[config.mk]
export PLATFORM = sky130hd
export DESIGN_NAME = link_recovery_ladder
export DESIGN_NICKNAME = d
export VERILOG_FILES = /design/src/hdl/lrl_pkg.sv /design/src/hdl/lrl_cfg.sv /design/src/hdl/lrl_core.sv /design/src/hdl/link_recovery_ladder.sv
export SDC_FILE = /design/constraint.sdc
export NUM_CORES = 1
export LEC_CHECK = 0
export ABC_AREA = 1
export BUFFER_PORTS_ARGS = -buffer_cell sky130_fd_sc_hd__buf_2
export CORE_ASPECT_RATIO = 1.25
export CORE_MARGIN = 1.5
export CORE_UTILIZATION = 34
export DETAILED_ROUTE_END_ITERATION = 12
export HOLD_SLACK_MARGIN = 0.05
export SETUP_SLACK_MARGIN = 0.05
export SLEW_MARGIN = 20
export SYNTH_ARGS = -nofsm -noshare
export SYNTH_HDL_FRONTEND = slang
export SYNTH_HIERARCHICAL = 1
export SYNTH_SLANG_ARGS = --single-unit
[constraint.sdc]
create_clock -name clk -period 13 [get_ports clk]
set_clock_uncertainty 0.1 [all_clocks]
set_input_delay 1.95 -clock clk [delete_from_list [all_inputs] [get_ports clk]]
set_output_delay 1.95 -clock clk [all_outputs]
set_load 0.01 [all_outputs]
[src/hdl/lrl_pkg.sv]
// Shared types and constants for the link recovery ladder.
// Used by lrl_cfg, lrl_core and link_recovery_ladder; no dependencies.
package lrl_pkg;

	// Default widths of the internal counters and time values
	localparam int COUNTER_WIDTH_DEF = 32;
	localparam int TIME_WIDTH_DEF    = 32;

	// Field widths of the stream payloads
	localparam int CNT_OUT_W  = 32;
	localparam int TIME_IN_W  = 32;
	localparam int STREAK_W   = 16;
	localparam int CFG_IDX_W  = 2;
	localparam int CFG_DATA_W = 32;
	localparam int S_TDATA_W  = 40;
	localparam int M_TDATA_W  = 184;

	localparam logic [STREAK_W-1:0]   STREAK_MAX       = 16'hFFFF;
	localparam logic [STREAK_W-1:0]   THRESHOLD_RESET  = 16'd3;
	localparam logic [CFG_DATA_W-1:0] BACKOFF_BASE_RST = 32'd1000;
	localparam logic [CFG_DATA_W-1:0] BACKOFF_MAX_RST  = 32'd60000;

	typedef enum logic [1:0] {
		MODE_NORMAL  = 2'd0,
		MODE_RECOVER = 2'd1,
		MODE_BACKOFF = 2'd2
	} mode_t;

	typedef enum logic [1:0] {
		ACT_ATTEMPT   = 2'd0,
		ACT_BUSCLEAR  = 2'd1,
		ACT_HARDRESET = 2'd2,
		ACT_WAIT      = 2'd3
	} act_t;

	typedef enum logic [CFG_IDX_W-1:0] {
		REG_FAIL_THRESHOLD = 2'd0,
		REG_BACKOFF_BASE   = 2'd1,
		REG_BACKOFF_MAX    = 2'd2
	} reg_idx_t;

	typedef struct packed {
		logic [STREAK_W-1:0]   fail_threshold;
		logic [CFG_DATA_W-1:0] backoff_base_ms;
		logic [CFG_DATA_W-1:0] backoff_max_ms;
	} cfg_t;

	typedef struct packed {
		logic                 func;
		act_t                 step_done;
		logic                 ok;
		logic [TIME_IN_W-1:0] now_ms;
	} item_t;

	typedef struct packed {
		act_t                 next_step;
		logic                 degraded;
		logic [CNT_OUT_W-1:0] failure_count;
		logic [CNT_OUT_W-1:0] recovery_count;
		logic [CNT_OUT_W-1:0] bus_clear_count;
		logic [CNT_OUT_W-1:0] hard_reset_count;
		logic [STREAK_W-1:0]  streak_count;
		logic [CNT_OUT_W-1:0] last_recovery_time;
	} result_t;

endpackage

[src/hdl/lrl_cfg.sv]
// Configuration register file for the link recovery ladder.
// Depends on lrl_pkg for the register indexes and the cfg_t bundle.
module lrl_cfg
	import lrl_pkg::*;
(
	input  logic                  clk,
	input  logic                  arst_n,
	input  logic                  cfg_we,
	input  logic [CFG_IDX_W-1:0]  cfg_index,
	input  logic [CFG_DATA_W-1:0] cfg_data,
	output cfg_t                  cfg
);

	cfg_t cfg_q;

	// Decode the index and load the addressed register; drop unknown indexes
	always_ff @(posedge clk or negedge arst_n) begin
		if (!arst_n) begin
			cfg_q.fail_threshold  <= THRESHOLD_RESET;
			cfg_q.backoff_base_ms <= BACKOFF_BASE_RST;
			cfg_q.backoff_max_ms  <= BACKOFF_MAX_RST;
		end else if (cfg_we) begin
			case (cfg_index)
				REG_FAIL_THRESHOLD: cfg_q.fail_threshold  <= cfg_data[STREAK_W-1:0];
				REG_BACKOFF_BASE:   cfg_q.backoff_base_ms <= cfg_data;
				REG_BACKOFF_MAX:    cfg_q.backoff_max_ms  <= cfg_data;
				default: ;
			endcase
		end
	end

	assign cfg = cfg_q;

endmodule

[src/hdl/lrl_core.sv]
// Ladder state, counters and the per-item update and plan logic.
// Depends on lrl_pkg; state advances only when upd is high.
module lrl_core
	import lrl_pkg::*;
#(
	parameter int COUNTER_WIDTH = COUNTER_WIDTH_DEF,
	parameter int TIME_WIDTH    = TIME_WIDTH_DEF
) (
	input  logic    clk,
	input  logic    arst_n,
	input  cfg_t    cfg,
	input  item_t   item,
	input  logic    upd,
	output result_t res
);

	localparam int CW = COUNTER_WIDTH;
	localparam int TW = TIME_WIDTH;

	mode_t               mode_q, n_mode;
	logic                rung_q, n_rung;
	logic [STREAK_W-1:0] streak_q, n_streak;
	logic [31:0]         len_q, n_len;
	logic [TW-1:0]       deadline_q, n_deadline;
	logic [CW-1:0]       fail_q, n_fail;
	logic [CW-1:0]       recov_q, n_recov;
	logic [CW-1:0]       bus_q, n_bus;
	logic [CW-1:0]       hard_q, n_hard;
	logic [TW-1:0]       last_q, n_last;

	logic [TW-1:0] now_tw;
	logic          recovered;
	logic          go_backoff;
	logic [32:0]   len_dbl;
	logic [63:0]   deadline_sum;
	logic [TW-1:0] diff;
	logic [63:0]   fail_x, recov_x, bus_x, hard_x, last_x;

	assign now_tw = TW'(item.now_ms);

	// Next state: apply one report, queries leave everything as is
	always_comb begin
		n_mode     = mode_q;
		n_rung     = rung_q;
		n_streak   = streak_q;
		n_len      = len_q;
		n_deadline = deadline_q;
		n_fail     = fail_q;
		n_recov    = recov_q;
		n_bus      = bus_q;
		n_hard     = hard_q;
		n_last     = last_q;
		recovered  = 1'b0;
		go_backoff = 1'b0;
		len_dbl    = {len_q, 1'b0};
		deadline_sum = '0;
		if (item.func) begin
			case (item.step_done)
				ACT_ATTEMPT: begin
					if (item.ok) begin
						if (mode_q != MODE_NORMAL) begin
							recovered = 1'b1;
						end else begin
							n_streak = '0;
						end
					end else begin
						n_fail = fail_q + CW'(1);
						if (streak_q != STREAK_MAX) begin
							n_streak = streak_q + STREAK_W'(1);
						end
						if (mode_q == MODE_BACKOFF) begin
							n_mode = MODE_RECOVER;
							n_rung = 1'b0;
						end else if (mode_q == MODE_NORMAL &&
						             n_streak >= cfg.fail_threshold) begin
							n_mode = MODE_RECOVER;
							n_rung = 1'b0;
						end
					end
				end
				ACT_BUSCLEAR: begin
					n_bus = bus_q + CW'(1);
					if (item.ok) begin
						recovered = 1'b1;
					end else begin
						n_rung = 1'b1;
					end
				end
				ACT_HARDRESET: begin
					n_hard = hard_q + CW'(1);
					if (item.ok) begin
						recovered = 1'b1;
					end else begin
						go_backoff = 1'b1;
					end
				end
				default: ;
			endcase
		end

		// Full ladder miss: restart at base or double and cap
		if (go_backoff) begin
			if (len_q == '0) begin
				n_len = cfg.backoff_base_ms;
			end else if (len_q < cfg.backoff_max_ms) begin
				n_len = (len_dbl > {1'b0, cfg.backoff_max_ms}) ? cfg.backoff_max_ms
				                                                : len_dbl[31:0];
			end
			deadline_sum = 64'(now_tw) + 64'(n_len);
			n_deadline   = TW'(deadline_sum);
			n_mode       = MODE_BACKOFF;
			n_rung       = 1'b0;
		end

		// Back to normal on any recovery
		if (recovered) begin
			n_recov  = recov_q + CW'(1);
			n_last   = now_tw;
			n_mode   = MODE_NORMAL;
			n_rung   = 1'b0;
			n_streak = '0;
			n_len    = '0;
		end
	end

	// Result: plan for the updated state at the same time stamp
	always_comb begin
		diff    = now_tw - n_deadline;
		fail_x  = 64'(n_fail);
		recov_x = 64'(n_recov);
		bus_x   = 64'(n_bus);
		hard_x  = 64'(n_hard);
		last_x  = 64'(n_last);
		case (n_mode)
			MODE_RECOVER: res.next_step = n_rung ? ACT_HARDRESET : ACT_BUSCLEAR;
			MODE_BACKOFF: res.next_step = diff[TW-1] ? ACT_WAIT : ACT_ATTEMPT;
			default:      res.next_step = ACT_ATTEMPT;
		endcase
		res.degraded           = (n_mode != MODE_NORMAL);
		res.failure_count      = fail_x[CNT_OUT_W-1:0];
		res.recovery_count     = recov_x[CNT_OUT_W-1:0];
		res.bus_clear_count    = bus_x[CNT_OUT_W-1:0];
		res.hard_reset_count   = hard_x[CNT_OUT_W-1:0];
		res.streak_count       = n_streak;
		res.last_recovery_time = last_x[CNT_OUT_W-1:0];
	end

	// Commit the update when the item leaves the input stage
	always_ff @(posedge clk or negedge arst_n) begin
		if (!arst_n) begin
			mode_q     <= MODE_NORMAL;
			rung_q     <= 1'b0;
			streak_q   <= '0;
			len_q      <= '0;
			deadline_q <= '0;
			fail_q     <= '0;
			recov_q    <= '0;
			bus_q      <= '0;
			hard_q     <= '0;
			last_q     <= '0;
		end else if (upd) begin
			mode_q     <= n_mode;
			rung_q     <= n_rung;
			streak_q   <= n_streak;
			len_q      <= n_len;
			deadline_q <= n_deadline;
			fail_q     <= n_fail;
			recov_q    <= n_recov;
			bus_q      <= n_bus;
			hard_q     <= n_hard;
			last_q     <= n_last;
		end
	end

	// State only moves with an item
	a_hold_idle: assert property (@(posedge clk) disable iff (!arst_n)
		!upd |=> $stable(mode_q) && $stable(fail_q) && $stable(streak_q))
		else $error("ladder state moved without an item");

	// A reported wait changes nothing
	a_wait_noop: assert property (@(posedge clk) disable iff (!arst_n)
		upd && item.func && item.step_done == ACT_WAIT
		|=> $stable(mode_q) && $stable(fail_q) && $stable(bus_q) && $stable(hard_q))
		else $error("wait report changed state");

	// A failed attempt bumps the failure total by one
	a_fail_inc: assert property (@(posedge clk) disable iff (!arst_n)
		upd && item.func && item.step_done == ACT_ATTEMPT && !item.ok
		|=> fail_q == $past(fail_q) + CW'(1))
		else $error("failure total not advanced");

	// A successful bus clear always lands in normal mode with an empty streak
	a_clear_ok: assert property (@(posedge clk) disable iff (!arst_n)
		upd && item.func && item.step_done == ACT_BUSCLEAR && item.ok
		|=> mode_q == MODE_NORMAL && streak_q == '0 && len_q == '0)
		else $error("recovery did not restore normal mode");

endmodule

[src/hdl/link_recovery_ladder.sv]
// An input beat passes the input stage, then the result stage, to become its result beat.
// Throughput: one item per cycle while m_tready is high; a result waiting on m_tready
// holds a full input stage, which takes no new beat until the result register drains.
// The plan, counter update and backoff doubling are one pass of logic on state registers.
// Reset (arst_n low): mode normal, all counters and timers zero, registers at their
// defaults (threshold 3, base 1000 ms, max 60000 ms), both stages empty.
module link_recovery_ladder
	import lrl_pkg::*;
#(
	parameter int COUNTER_WIDTH = COUNTER_WIDTH_DEF,
	parameter int TIME_WIDTH    = TIME_WIDTH_DEF
) (
	input  logic                  clk,
	input  logic                  arst_n,
	input  logic                  s_tvalid,
	output logic                  s_tready,
	// step_done[1:0], ok[2], now_ms[34:3], zero fill
	input  logic [S_TDATA_W-1:0]  s_tdata,
	// func[0]
	input  logic                  s_tuser,
	output logic                  m_tvalid,
	input  logic                  m_tready,
	// next_step[1:0], degraded[2], failure_count[34:3], recovery_count[66:35],
	// bus_clear_count[98:67], hard_reset_count[130:99], streak_count[146:131],
	// last_recovery_time[178:147], zero fill
	output logic [M_TDATA_W-1:0]  m_tdata,
	input  logic                  cfg_we,
	input  logic [CFG_IDX_W-1:0]  cfg_index,
	input  logic [CFG_DATA_W-1:0] cfg_data
);

	cfg_t    cfg;
	item_t   item_s1;
	logic    valid_s1;
	result_t res;
	result_t res_s2;
	logic    valid_s2;
	logic    advance;
	logic    take;

	lrl_cfg u_cfg (
		.clk       (clk),
		.arst_n    (arst_n),
		.cfg_we    (cfg_we),
		.cfg_index (cfg_index),
		.cfg_data  (cfg_data),
		.cfg       (cfg)
	);

	lrl_core #(
		.COUNTER_WIDTH (COUNTER_WIDTH),
		.TIME_WIDTH    (TIME_WIDTH)
	) u_core (
		.clk    (clk),
		.arst_n (arst_n),
		.cfg    (cfg),
		.item   (item_s1),
		.upd    (advance),
		.res    (res)
	);

	// Move the input stage forward when the result register is free or draining
	assign advance  = valid_s1 && (!valid_s2 || m_tready);
	assign s_tready = !valid_s1 || advance;
	assign take     = s_tvalid && s_tready;

	// Stage valid flags
	always_ff @(posedge clk or negedge arst_n) begin
		if (!arst_n) begin
			valid_s1 <= 1'b0;
			valid_s2 <= 1'b0;
		end else begin
			if (take) begin
				valid_s1 <= 1'b1;
			end else if (advance) begin
				valid_s1 <= 1'b0;
			end
			if (advance) begin
				valid_s2 <= 1'b1;
			end else if (m_tready) begin
				valid_s2 <= 1'b0;
			end
		end
	end

	// Capture the input beat and the result
	always_ff @(posedge clk) begin
		if (take) begin
			item_s1.func      <= s_tuser;
			item_s1.step_done <= act_t'(s_tdata[1:0]);
			item_s1.ok        <= s_tdata[2];
			item_s1.now_ms    <= s_tdata[34:3];
		end
		if (advance) begin
			res_s2 <= res;
		end
	end

	assign m_tvalid = valid_s2;
	assign m_tdata  = {5'd0,
	                   res_s2.last_recovery_time,
	                   res_s2.streak_count,
	                   res_s2.hard_reset_count,
	                   res_s2.bus_clear_count,
	                   res_s2.recovery_count,
	                   res_s2.failure_count,
	                   res_s2.degraded,
	                   res_s2.next_step};

	// An accepted beat occupies the input stage next cycle
	a_take_fills: assert property (@(posedge clk) disable iff (!arst_n)
		take |=> valid_s1)
		else $error("accepted beat lost from input stage");

	// A waiting item moves into an empty result register
	a_flow: assert property (@(posedge clk) disable iff (!arst_n)
		valid_s1 && !valid_s2 |=> valid_s2)
		else $error("input stage did not advance into empty result stage");

	// Input side stays open whenever the result register can take the item
	a_open: assert property (@(posedge clk) disable iff (!arst_n)
		!valid_s2 |-> s_tready)
		else $error("input stalled with result register empty");

endmodule

; Word-level counts from Yosys, hierarchy flattened
; Index checks and enable logic that the tools add are counted.
[word_totals]
register_bits = 540
in_bits = 80
out_inout_bits = 186
word_cells = 121
[classes]
n_addsub = 7
n_lt_le_gt_ge = 3
n_eq_ne = 8
muxes = 55
n_reduce_logical = 21
[op_table]
columns = op, count
row1 = two-way mux 32 bit, 16
row2 = two-way mux 16 bit, 9
row3 = adder 32 x 1 -> 32 bit (second input constant), 4
row4 = > comparator 33 x 32 -> 1 bit, 1
row5 = adder 32 bit, 1
row6 = zero test 32 bit, 1
row7 = < comparator 32 bit, 1
row8 = subtractor 32 bit, 1
row9 = two-way mux 1 bit, 18
row10 = two-way mux 2 bit, 9
row11 = adder 16 x 1 -> 16 bit (second input constant), 1
row12 = greater-or-equal comparator 16 bit, 1
row13 = inequality test 16 bit (second input constant), 1
row14 = nonzero test 2 bit, 5
row15 = equality test 2 bit (second input constant), 4
row16 = AND reduction 2 bit, 4
row17 = equality test 2 x 1 -> 1 bit (second input constant), 3
row18 = zero test 2 bit, 3
row19 = one-hot mux 1 bit (2 select lines), 2
row20 = one-hot mux 2 bit (2 select lines), 1
row21 = logical AND 1 bit, 3
row22 = zero test 1 bit, 2
row23 = logical OR 1 bit, 2
row24 = OR reduction 2 bit, 1

; Logic depth before layout (Yosys ltp)
[depth]
word_depth = 16
depth_mapped = 48
mapped_depth_nobuf = 47

; By module
; The synthesis kept the hierarchy.
[by_module_without_submodules]
columns = mod, instances, cells_each, area_each_um2, seq_area_each_um2
row1 = lrl_core, 1, 2687, 18773.0, 6080.8
row2 = link_recovery_ladder, 1, 233, 6592.6, 6506.2
row3 = lrl_cfg, 1, 357, 3323.2, 2020.7

; Least setup slack after synthesis
; OpenSTA, ideal clock, no wires.
[synth_path]
path_kind = input -> register
from = input port m_tready
to = register u_core.len_q[1]
setup_ns = 0.083
t_arrival_ns = 12.119
required_ns = 12.817
setup_slack_ns = 0.698
stages = 11
n_path_buf = 3
path_cell_list = inv_2 > a21oi_1 > clkbuf_1 > inv_1 > clkbuf_1 > a21oi_1 > nand2_1 > inv_1 > clkbuf_1 > nand2_1 > o21ai_0
[synth_via]
elab_chain_cells = 3
[synth_rtl]
columns = element, line
row1 = start: declaration, link_recovery_ladder.sv:22  ; input logic m_tready,
row2 = logical OR 1 bit, link_recovery_ladder.sv:63  ; assign advance = valid_s1 && (!valid_s2 || m_tready);
row3 = logical AND 1 bit, link_recovery_ladder.sv:63
row4 = named net advance, link_recovery_ladder.sv:38  ; logic advance;
row5 = AND reduction 2 bit (no source line), --
row6 = end signal: assignment, lrl_core.sv:165  ; len_q <= n_len;
row7 = end: declaration, lrl_core.sv:23  ; logic [31:0] len_q, n_len;
; The timed path passes the listed nets, and every way through them passes these cells.
; A chain may end at the register's enable or synchronous reset.

==> reports/qor.txt <==
status -> finished, final reports clean
Fillers -> 8430
top cells by count, synth -> nand2_1 (873), inv_1 (365), o21ai_0 (317)
die width -> 262.8 µm
synth unique cells -> 55
number of flops mapped to enable cells by yosys -> 215
post-layout instance area -> 0.03314 mm²
CTS root buf -> clkbuf_16
Setup TNS -> 0 ps
CTS Sinks -> 540
# rows -> 118
Routed Antenna Nets -> 0
PostCTS Resize Cnt -> 0
Fin. Hold Viols -> 0
Post-Synthesis Cells -> 3277
number of remaining DRC errors -> 0
die area -> 0.08614 mm²
H-tree depth -> 2
Layout Area Growth over Synthesis -> 15.53%
initial DRC count -> 1750
gr usage total -> 17.56%
Post-Route WL -> 76520 µm
Core ar. -> 0.08327 mm²
DP HPWL -> 54510 µm
Hold Crit Depth -> 2
endpoints failing setup -> 0
Via density -> 4.898
Final Slew Violations -> 0
fin crit share -> 56.89%
Clk Latency, worst-skew pair -> 630 ps
Max Clk Rate -> 135.2 MHz
buffers from clock root to sink, at most -> 3
CP max-delay cell -> nand2_1
Final GP Congestion -> 0.8816
number of buffers created by CTS -> 60
R2R setup slack -> 5600 ps
Synth area leader -> dfrtp_1
Primary FF master, synth -> dfrtp_1
Multi-input gate area -> 0.01219 mm²
synthesized cell area -> 0.02869 mm²
leading post-synthesis cells by cell area -> dfrtp_1 (27%), edfxtp_1 (23%), nand2_1 (11%)
NumNets Final -> 3721
IO Pins -> 266
share of the synthesized area in the top cell type -> 27.04%
register area -> 0.01461 mm²
first drt pass iteration count -> 5
Synth Register Bits -> 540
initial antenna violation count -> 6
Overflow after GRT -> 0
vias in the first global route -> 21850
Post-synth ARST share -> 60.19%
Max stage delay on crit path -> 570 ps
utilization after layout -> 39.80%
r2r worst-path depth -> 38
Worst-path clk slew -> 60 ps
Die Height -> 327.8 µm
PD cells -> 202.8 mW/mm²
Critical Path RT -> 13340 ps
hold_buf cts -> 0
Total Power -> 6.723 mW
syn_area_per_cell -> 8.755 µm²
Worst slew margin -> 32.16%
share of cells above drive strength 1 -> 12.74%
critical path endpoint category -> register
first-pass GRT wire length -> 121200 µm
Crit path top cell by count -> nand2_1
Placed Area -> 0.03101 mm²
RSZ-0062 raised after global routing -> false
Hold WC Path Type -> register to register
largest net degree at the start of global routing -> 187
worst path arrival time -> 7730 ps
startpoint types -> register
Leak Pwr -> 15.03 nW
maxcap violations -> 0
sequential element share of the synthesized area -> 50.92%
Yosys warning count -> 6
WHS -> 368.0 ps
Max VDD drop -> 0.0001288 V
CP max FO -> 19
fin crit period -> 7396 ps
Crit Path Class -> register to register
count of input and output buffers -> 255
routed length per instance -> 16.55 µm
post-CTS setup buffers -> 0
CTS tree -> built
worst-margin pin slew -> 1018 ps
Starting Density -> 34.45%
count leader, synth -> nand2_1
total number of vias -> 22660
-- registers in the layout (all words and copies together) (netlist names), 32 cells and up --
register / cells
item_s1: 36
u_cfg/cfg: 80
u_core/last_q: 32
u_core/len_q: 32
u_core/hard_q: 32
u_core/deadline_q: 32
u_core/fail_q: 32
m_tdata: 179
u_core/recov_q: 32
u_core/bus_q: 32
-- cells by family after synthesis --
logic type               Yosys count  synth area share [%]
adder cells (fa/ha/maj)          152                 6.655
buffers and inverters            501                 6.821
AND/OR/NAND/NOR                 1358                 20.43
other                              1               0.01307
AO/OA/AOI/OAI                    584                 10.85
multiplexers                       1               0.03489
XOR/XNOR                         140                 4.274
flip-flops                       540                 50.92
-- placed cells by master, fill, tap and decap left out, drive strengths merged, types with 9 or more instances in the layout --
cell type / n
dfrtp: 310
bufinv: 9
nand2: 881
clkbuf: 75
nand4: 103
nor3: 63
edfxtp: 215
o211ai: 42
nand3: 106
xor2: 125
xnor2: 15
nor4: 35
a21oi: 183
ha: 151
o21ai: 329
inv: 375
nor2: 148
buf: 275
clkinv: 21
dfstp: 15
or2: 13
-- through the flow --
step                cells  setup slack [ps]
floorplan            3281             698.1
global placement     4507              5574
detailed placement   4507              5528
CTS                  4620              5494
global route         4622              4865
finish               4625              5604
-- layout make-up --
cell class	count	share of cell area, %
antenna	5	0.03775
clock buffer	75	5.006
clock inverter	38	1.401
inverter	372	4.224
multi-input combinational	2240	36.77
sequential	540	44.07
tap	1080	4.077
timing repair buffer	275	4.409
-- critical path, delay by kind of cell, from the launching register on --
| kind | cells | cell delay, ps |
|---|---|---|
| fa+ha+maj | 3 | 800 |
| simple gates | 20 | 2480 |
| buf+inv | 3 | 500 |
| flops | 1 | 540 |
| compound gates | 12 | 2750 |
-- routing by layer --
| layer | vias to the layer above | part of all wire [%] | global-route usage, % |
|---|---|---|---|
| met5 | - | 0.052 | 0 |
| li1 | 11370 | - | - |
| met4 | 6 | 2.1 | 4.411 |
| met2 | 518 | 48 | 29.88 |
| met1 | 10660 | 45 | 23.33 |
| met3 | 98 | 4.9 | 2.811 |
-- power by group --
group,total (mW),switching [mW],internal (mW)
combinational,2.58,1.66,0.921
clock,1.82,0.736,1.09
sequential,2.32,0.221,2.10
total,6.72,2.61,4.11
-- final timing paths --
| path | startpoint | to |
|---|---|---|
| worst min-delay path | u_cfg/cfg[65]$_DFFE_PN1P_ | u_cfg/cfg[65]$_DFFE_PN1P_ |
| worst max-delay path | u_cfg/cfg[15]$_DFFE_PN1P_ | m_tdata[0]$_DFFE_PP_ |
| max in group asynchronous | arst_n | u_core/streak_q[14]$_DFFE_PN0P_ |
| min in group asynchronous | arst_n | u_core/hard_q[8]$_DFFE_PN0P_ |
| worst max register to register | u_cfg/cfg[15]$_DFFE_PN1P_ | m_tdata[0]$_DFFE_PP_ |
| worst min register to register | u_cfg/cfg[65]$_DFFE_PN1P_ | u_cfg/cfg[65]$_DFFE_PN1P_ |
Power figures use the tool's default switching activity.
